==> src/hw/rtl/rthsl_pkg.sv <==
// ----------------------------------------------------------------------------
// rthsl_pkg
// Shared widths and the divider pipeline payload of the RGB to HSL converter.
// ----------------------------------------------------------------------------
package rthsl_pkg;

  localparam int unsigned PixW      = 8;
  localparam int unsigned HueRemW   = 18;
  localparam int unsigned HueDivW   = 9;
  localparam int unsigned HueQW     = 9;
  localparam int unsigned SatRemW   = 17;
  localparam int unsigned SatDivW   = 8;
  localparam int unsigned SatQW     = 8;
  localparam int unsigned DivSteps  = HueQW;
  localparam int unsigned ScaleW    = 13;
  localparam int unsigned ScaleShW  = 10;
  localparam int unsigned RecipW    = 20;
  localparam int unsigned RecipMul  = 683;
  localparam int unsigned RecipSh   = 11;

  typedef struct packed {
    logic [HueRemW-1:0]  hue_rem;
    logic [HueDivW-1:0]  hue_div;
    logic [HueQW-1:0]    hue_q;
    logic                hue_zero;
    logic [SatRemW-1:0]  sat_rem;
    logic [SatDivW-1:0]  sat_div;
    logic [SatQW-1:0]    sat_q;
    logic                sat_zero;
    logic [PixW-1:0]     light;
  } div_t;

endpackage

==> src/hw/rtl/rthsl_prep.sv <==
// ----------------------------------------------------------------------------
// rthsl_prep
// Two stages: channel max and min, then hue and saturation operands.
// ----------------------------------------------------------------------------
module rthsl_prep
  import rthsl_pkg::*;
(
  input  logic            clk_i,
  input  logic            rst_ni,
  input  logic            valid_i,
  input  logic [PixW-1:0] red_i,
  input  logic [PixW-1:0] green_i,
  input  logic [PixW-1:0] blue_i,
  output logic            valid_o,
  output div_t            data_o
);

  logic            va_q;
  logic [PixW-1:0] r_q, g_q, b_q, hi_q, lo_q;
  logic [PixW-1:0] hi_d, lo_d;
  logic            vb_q;
  div_t            data_d, data_q;

  logic [PixW-1:0]    chroma;
  logic [PixW:0]      sum;
  logic [HueRemW-1:0] c18, num;
  logic [PixW:0]      sat_den;

  always_comb begin
    hi_d = red_i;
    lo_d = red_i;
    if (green_i > hi_d) hi_d = green_i;
    if (blue_i > hi_d)  hi_d = blue_i;
    if (green_i < lo_d) lo_d = green_i;
    if (blue_i < lo_d)  lo_d = blue_i;
  end

  always_ff @(posedge clk_i or negedge rst_ni) begin
    if (!rst_ni) begin
      va_q <= 1'b0;
      vb_q <= 1'b0;
    end else begin
      va_q <= valid_i;
      vb_q <= va_q;
    end
  end

  always_ff @(posedge clk_i) begin
    r_q    <= red_i;
    g_q    <= green_i;
    b_q    <= blue_i;
    hi_q   <= hi_d;
    lo_q   <= lo_d;
    data_q <= data_d;
  end

  always_comb begin
    chroma = hi_q - lo_q;
    sum    = {1'b0, hi_q} + {1'b0, lo_q};
    c18    = HueRemW'(chroma);
    if (hi_q == r_q) begin
      if (g_q >= b_q) num = HueRemW'(60) * HueRemW'(g_q - b_q);
      else            num = HueRemW'(360) * c18 - HueRemW'(60) * HueRemW'(b_q - g_q);
    end else if (hi_q == g_q) begin
      num = HueRemW'(120) * c18 + HueRemW'(60) * HueRemW'(b_q) - HueRemW'(60) * HueRemW'(r_q);
    end else begin
      num = HueRemW'(240) * c18 + HueRemW'(60) * HueRemW'(r_q) - HueRemW'(60) * HueRemW'(g_q);
    end
    sat_den = (sum < 9'd255) ? sum : (9'd510 - sum);

    data_d          = '0;
    data_d.hue_rem  = {num[HueRemW-2:0], 1'b0} + c18;
    data_d.hue_div  = {chroma, 1'b0};
    data_d.hue_zero = (chroma == '0);
    data_d.sat_rem  = SatRemW'(chroma) * SatRemW'(255);
    data_d.sat_div  = sat_den[SatDivW-1:0];
    data_d.sat_zero = (chroma == '0) || (sum == 9'd0) || (sum == 9'd510);
    data_d.light    = sum[PixW:1];
  end

  assign valid_o = vb_q;
  assign data_o  = data_q;

endmodule

==> src/hw/rtl/rthsl_div_stage.sv <==
// ----------------------------------------------------------------------------
// rthsl_div_stage
// One registered restoring-division step for the hue and saturation quotients.
// ----------------------------------------------------------------------------
module rthsl_div_stage
  import rthsl_pkg::*;
#(
  parameter int unsigned STEP = 0
)
(
  input  logic clk_i,
  input  logic rst_ni,
  input  logic valid_i,
  input  div_t data_i,
  output logic valid_o,
  output div_t data_o
);

  logic [HueRemW-1:0] hue_sh;
  logic [SatRemW-1:0] sat_sh;
  div_t               data_d, data_q;
  logic               valid_q;

  always_comb begin
    hue_sh = HueRemW'(data_i.hue_div) << STEP;
    sat_sh = SatRemW'(data_i.sat_div) << STEP;
    data_d = data_i;
    if (data_i.hue_rem >= hue_sh) begin
      data_d.hue_rem     = data_i.hue_rem - hue_sh;
      data_d.hue_q[STEP] = 1'b1;
    end
    if (STEP < SatQW) begin
      if (data_i.sat_rem >= sat_sh) begin
        data_d.sat_rem = data_i.sat_rem - sat_sh;
        data_d.sat_q[STEP % SatQW] = 1'b1;
      end
    end
  end

  always_ff @(posedge clk_i or negedge rst_ni) begin
    if (!rst_ni) begin
      valid_q <= 1'b0;
    end else begin
      valid_q <= valid_i;
    end
  end

  always_ff @(posedge clk_i) begin
    data_q <= data_d;
  end

  assign valid_o = valid_q;
  assign data_o  = data_q;

endmodule

==> src/hw/rtl/rthsl_post.sv <==
// ----------------------------------------------------------------------------
// rthsl_post
// Scale hue degrees by 255/360 with rounding over two stages; drive results.
// ----------------------------------------------------------------------------
module rthsl_post
  import rthsl_pkg::*;
(
  input  logic            clk_i,
  input  logic            rst_ni,
  input  logic            valid_i,
  input  div_t            data_i,
  output logic            done_o,
  output logic [PixW-1:0] hue_code_o,
  output logic [PixW-1:0] saturation_code_o,
  output logic [PixW-1:0] lightness_code_o
);

  logic [HueQW-1:0]    deg;
  logic [ScaleW-1:0]   scaled;
  logic [ScaleShW-1:0] y_q;
  logic [PixW-1:0]     sat_q1, light_q1;
  logic                v1_q, v2_q;
  logic [RecipW-1:0]   prod;
  logic [PixW-1:0]     hue_q, sat_q2, light_q2;

  always_comb begin
    deg    = data_i.hue_zero ? '0 : data_i.hue_q;
    scaled = ScaleW'(deg) * ScaleW'(17) + ScaleW'(12);
    prod   = RecipW'(y_q) * RecipW'(RecipMul);
  end

  always_ff @(posedge clk_i or negedge rst_ni) begin
    if (!rst_ni) begin
      v1_q <= 1'b0;
      v2_q <= 1'b0;
    end else begin
      v1_q <= valid_i;
      v2_q <= v1_q;
    end
  end

  always_ff @(posedge clk_i) begin
    y_q      <= scaled[ScaleW-1:3];
    sat_q1   <= data_i.sat_zero ? '0 : data_i.sat_q;
    light_q1 <= data_i.light;
    hue_q    <= prod[RecipSh +: PixW];
    sat_q2   <= sat_q1;
    light_q2 <= light_q1;
  end

  assign done_o            = v2_q;
  assign hue_code_o        = hue_q;
  assign saturation_code_o = sat_q2;
  assign lightness_code_o  = light_q2;

endmodule

==> src/hw/rtl/rgb_to_hsl_pixel.sv <==
// ----------------------------------------------------------------------------
// rgb_to_hsl_pixel
// RGB to HSL pixel converter, fully pipelined.
// ----------------------------------------------------------------------------
// Channel  Handshake         Payload
// input    start_i / busy_o  red_i, green_i, blue_i
// result   done_o            hue_code_o, saturation_code_o, lightness_code_o
//
// One pixel per cycle; each result passes the two operand stages, nine divider steps
// and two scaling stages before it appears on done_o.
// busy_o is always low; the receiver cannot stall, so nothing is held back.
// Reset clears the valid bits only.
// ----------------------------------------------------------------------------
module rgb_to_hsl_pixel
  import rthsl_pkg::*;
(
  input  logic            clk_i,
  input  logic            rst_ni,
  input  logic            start_i,
  output logic            busy_o,
  input  logic [PixW-1:0] red_i,
  input  logic [PixW-1:0] green_i,
  input  logic [PixW-1:0] blue_i,
  output logic            done_o,
  output logic [PixW-1:0] hue_code_o,
  output logic [PixW-1:0] saturation_code_o,
  output logic [PixW-1:0] lightness_code_o
);

  logic valid_s [DivSteps+1];
  div_t data_s  [DivSteps+1];

  assign busy_o = 1'b0;

  rthsl_prep u_prep (
    .clk_i   (clk_i),
    .rst_ni  (rst_ni),
    .valid_i (start_i && !busy_o),
    .red_i   (red_i),
    .green_i (green_i),
    .blue_i  (blue_i),
    .valid_o (valid_s[0]),
    .data_o  (data_s[0])
  );

  for (genvar i = 0; i < DivSteps; i++) begin : g_div
    rthsl_div_stage #(
      .STEP (DivSteps - 1 - i)
    ) u_stage (
      .clk_i   (clk_i),
      .rst_ni  (rst_ni),
      .valid_i (valid_s[i]),
      .data_i  (data_s[i]),
      .valid_o (valid_s[i+1]),
      .data_o  (data_s[i+1])
    );
  end

  rthsl_post u_post (
    .clk_i             (clk_i),
    .rst_ni            (rst_ni),
    .valid_i           (valid_s[DivSteps]),
    .data_i            (data_s[DivSteps]),
    .done_o            (done_o),
    .hue_code_o        (hue_code_o),
    .saturation_code_o (saturation_code_o),
    .lightness_code_o  (lightness_code_o)
  );

endmodule
==> config.mk <==
export PLATFORM = sky130hd
export DESIGN_NAME = rgb_to_hsl_pixel
export DESIGN_NICKNAME = d
export VERILOG_FILES = /design/src/hw/rtl/rthsl_pkg.sv /design/src/hw/rtl/rthsl_prep.sv /design/src/hw/rtl/rthsl_div_stage.sv /design/src/hw/rtl/rthsl_post.sv /design/src/hw/rtl/rgb_to_hsl_pixel.sv
export SDC_FILE = /design/constraint.sdc
export NUM_CORES = 2
export LEC_CHECK = 0
export ABC_AREA = 1
export BUFFER_PORTS_ARGS = -buffer_cell sky130_fd_sc_hd__buf_2
export CELL_PAD_IN_SITES_DETAIL_PLACEMENT = 2
export CELL_PAD_IN_SITES_GLOBAL_PLACEMENT = 2
export CORE_ASPECT_RATIO = 2
export CORE_UTILIZATION = 23
export DETAILED_ROUTE_END_ITERATION = 7
export PLACE_DENSITY_LB_ADDON = 0.1
export SYNTH_ARGS = -nofsm -noshare
export SYNTH_HDL_FRONTEND = slang
export SYNTH_SLANG_ARGS = --single-unit
==> constraint.sdc <==
create_clock -name clk_i -period 11.97 [get_ports clk_i]
set_input_delay 1.197 -clock clk_i [delete_from_list [all_inputs] [get_ports clk_i]]
set_output_delay 1.197 -clock clk_i [all_outputs]
set_load 0.03 [all_outputs]
# Yosys cells after proc, flatten, opt, wreduce, memory -nomap -nowiden
# Cells that the tools add are included.
# totals
regBits,741
input_bits,27
out_inout_bits,26
word_cells,216
# classes
n_mux,25
n_mul,11
add_sub_neg,27
eq_ne,3
order_cmp,23
reduce_logical,4
# op_table
operator,n
$mux W17,9
$mux W18,8
$mul A4 B8 Y12 const A,5
$sub A17 B14 Y17,3
$mux W8,5
$mul A4 B18 Y15 const A,2
$mul A10 B10 Y19 const B,1
$add A18 B8 Y18,1
$ge A18 B10 Y1,1
$ge A18 B11 Y1,1
$ge A18 B12 Y1,1
$ge A18 B13 Y1,1
$ge A18 B14 Y1,1
$ge A18 B15 Y1,1
$ge A18 B16 Y1,1
$ge A18 B17 Y1,1
$ge A18 B9 Y1,1
$sub A18 B10 Y18,1
$sub A18 B11 Y18,1
$sub A18 B12 Y18,1
$sub A18 B13 Y18,1
$sub A18 B14 Y18,1
$sub A18 B15 Y18,1
$sub A18 B16 Y18,1
38 further kinds,43

# Depth between registers and ports, before layout
# logic_depth
ltp_word,7
depth_mapped,46
ltp_nobuf,46

# Modules after synthesis
# A second synthesis with hierarchy kept.
# unflattened
cells_unflattened,6373
area_unflattened_um2,48975.7
# modules_own_cells
module,cells_each,seq_area_each_um2,n_inst,area_each_um2
rthsl_prep,2094,1951.9,1,15499.9
rthsl_div_stage (g_div[8].u_stage),480,1606.5,1,3599.7
rthsl_post,400,1051.0,1,3579.7
rthsl_div_stage (g_div[7].u_stage),487,1606.5,1,3547.2
rthsl_div_stage (g_div[4].u_stage),468,1606.5,1,3508.4
rthsl_div_stage (g_div[5].u_stage),478,1606.5,1,3504.6
rthsl_div_stage (g_div[6].u_stage),464,1606.5,1,3502.1
rthsl_div_stage (g_div[3].u_stage),428,1606.5,1,3343.2
rthsl_div_stage (g_div[1].u_stage),417,1606.5,1,3260.6
rthsl_div_stage (g_div[2].u_stage),411,1606.5,1,3228.1
rthsl_div_stage (g_div[0].u_stage),244,1606.5,1,2391.0
rgb_to_hsl_pixel,2,0.0,1,11.3

# Worst setup path before layout
# No wires, ideal clock.
# synth_timing
path_kind,register -> register
startpoint,reg u_prep.lo_q[2]
endpoint,reg u_prep.data_q (netlist bit u_prep.data_o[78])
setup_ns,0.109
stages_incl_launch_ff,35
t_required_ns,11.861
slack_ns,5.535
arrival_ns,6.326
period_less_slack_ns,6.435
path_buffers,0
cell_sequence,dfxtp_1 > inv_1 > ha_1 > a21o_1 > or2_2 > xor2_2 > inv_1 > ha_1 > ha_1 > fa_1 > ha_1 > nand2_1 > o21ai_0 > nand2_1 > o21ai_0 > xnor2_1 > inv_1 > ha_1 > a21o_1 > a31oi_1 > xnor2_1 > ha_1 > a21oi_1 > a21boi_0 > nand3_1 > a21oi_1 > o21ai_1 > nand3_1 > nand2_1 > nor2_2 > nand2_2 > nor2_4 > nand3_1 > nand2_1 > inv_1
# synth_rtl
element,line,rtl
start: declaration,rthsl_prep.sv:19,"logic [PixW-1:0] r_q, g_q, b_q, hi_q, lo_q;"
start signal: assignment,rthsl_prep.sv:53,lo_q <= lo_d;
end signal: assignment,rthsl_prep.sv:54,data_q <= data_d;
end: declaration,rthsl_prep.sv:22,"div_t data_d, data_q;"

==> metrics <==
arrival time worst endpoint 8.21 ns; Main synth FF type dfxtp_1; DP Wirelength 110900 um; nets 5099; max_slew headroom 0.1916; # DRC 0; Synth Register Bits 697; initial antenna violation count 1; die area 166500 um2; fin. max-slew vios 0; vias in the first global route 33.44k; maxcap violations 0; crit end category flop; fin crit period 7.666 ns; gpl congestion 0.7974; endpoints failing hold 0; WL/cell 19.20 um; CTS Hold Bufs 0; initial core utilization 0.2315; worst-skew pair later-pin latency 0.68 ns; CTS max path bufs 3; drt first pass iters 4; Final TNS setup 0 ns; Area Overhead vs Synth 14.43%; TritonCTS clock tree yes; crit start category flop; RSZ-0062 raised after global routing false; Final setup viols 0; sequential share of the synthesized area 0.3700; TritonCTS Buffers 75; pin count of the biggest net entering global routing 22; Crit-path slowest cell nor2_1; Tot GR Track Use 0.1563; Netlist Area Pre-Place 37890 um2; period utilization 0.6404; postcts setup bufs 0; total congestion overflow 0; Core Footprint 163700 um2; async set-reset flop share out of synthesis 0.01865; Worst-path clk slew 0.08 ns; first-pass GRT wire length 193800 um; Synth area leaders dfxtp_1 36%, ha_1 15%, fa_1 8.7%, inv_1 7.5%, nand2_1 6.3%; critical path class flop to flop; count leader, synth inv_1; final wirelength 127100 um; synth cell count leaders 756 x inv_1, 684 x dfxtp_1, 639 x nand2_1, 468 x ha_1, 285 x nor2_1; share of cells above drive strength 1 0.06467; Post-CTS Resized 0; drt first-iter violations 430; Die W 289.0 um; Via density 4.316; Critical Path RT 12.52 ns; Yosys top cell area share 0.3614; worst slew pin tran 1.201 ns; Synthesis Warnings 0; Synth Net Count 4989; Peak Freq 130.4 MHz; status finished clean; post-synthesis area per instance 8.752 um2; area leader, netlist dfxtp_1; root buf cell clkbuf_16; Die Ht 576.0 um; CP max FO 7; Hold Crit Class flop to flop; post-synthesis cell type count 72; row cnt 210; input/output buffers 51; clk sinks 697; number of synthesized flops with an enable pin 0; via count 28.58k; Post-Syn Instances 4329; IO Pins 53; setup skew after layout 0.05437 ns; H-tree depth 3; Routed Antenna Nets 0; Worst path max stage delay 0.59 ns
[cell usage in the layout (no fill, tap or decap), drive strengths merged, types with 105 or more instances in the layout]
cell	count
inv	774
dfxtp	684
nand2	670
ha	468
nor2	304
a21oi	278
o21ai	232
fa	165
xor2	163
nand3	153
xnor2	124
clkbuf	105
[layer usage]
metal | vias to the layer above | track usage | wire [um]
met5 | - | 0 | 0
met4 | 0 | 0.07484 | 6453
met3 | 173 | 0.01292 | 1809
met2 | 237 | 0.3675 | 84410
met1 | 14110 | 0.1119 | 34460
li1 | 14050 | - | -
[layout make-up]
class / count / area, um2
diodes: 1 / 2.502
repair buffers: 68 / 382.9
inverters: 767 / 2882
well taps: 2120 / 2653
fillers: 18650 / 120300
clock buffers: 105 / 2171
multi-input cells: 2830 / 20810
clock inverters: 33 / 437.9
flip-flops and latches: 697 / 14020
[sequential cells by signal, summed over array words and instances (netlist names), 9 cells and up]
| register | flops |
|---|---|
| g_div.u_stage.data_o | 539 |
| g_div.u_stage.valid_o | 9 |
| u_post.y_q | 10 |
| u_prep.data_o | 55 |
[cells by family (layout without fill, tap and decap cells)]
family                     Yosys count  after routing  synth area share
adders and majority gates          633            633            0.2417
xor gates and xnor gates           287            287           0.06694
muxes                                2              2         0.0005944
and+or+nand+nor                   1273           1273            0.1457
buffers and inverters              802            973           0.08100
other                                1              2        0.00009897
DFF                                697            697            0.3700
AOI/OAI and AO/OA                  634            634           0.09392
[through the flow]
| stage | setup slack (ns) | cell area [um2] | utilization | hold WS (ns) | instances |
|---|---|---|---|---|---|
| global placement | 4.267 | 40740 | 0.2489 | 0.3098 | 6482 |
| global route | 3.508 | 43360 | 0.2649 | 0.3193 | 6621 |
| floorplan | 5.535 | 37890 | - | 0.3096 | 4329 |
| detailed placement | 4.199 | 40740 | 0.2489 | 0.3132 | 6482 |
| CTS | 4.125 | 43350 | 0.2648 | 0.3144 | 6620 |
| finish | 4.304 | 43360 | 0.2649 | 0.3149 | 6621 |
[critical path, delay by kind of cell, from the launching register on]
kind,cells,cell delay (ns)
simple gates,18,2.40
compound gates,4,0.70
flops,1,0.35
xor+xnor,2,0.69
fa+ha+maj,8,2.67
buf+inv,9,0.72
[worst paths after layout]
path	start	to	slack [ns]	depth (start not counted)
min in group asynchronous	rst_ni	g_div[6].u_stage.valid_o$_DFF_PN0_	0.43	1
worst min-delay path	g_div[4].u_stage.data_o[42]$_DFF_P_	g_div[5].u_stage.data_o[42]$_DFF_P_	0.31	0
max in group asynchronous	rst_ni	g_div[5].u_stage.valid_o$_DFF_PN0_	11.32	1
worst max register to register	u_prep.hi_q[0]$_DFF_P_	u_prep.data_o[78]$_DFF_P_	4.30	41
worst max-delay path	u_prep.hi_q[0]$_DFF_P_	u_prep.data_o[78]$_DFF_P_	4.30	41
worst min register to register	g_div[4].u_stage.data_o[42]$_DFF_P_	g_div[5].u_stage.data_o[42]$_DFF_P_	0.31	0
Power is not shown: default switching activity piles up to over one toggle a cycle in this logic, so the estimate is an artifact.
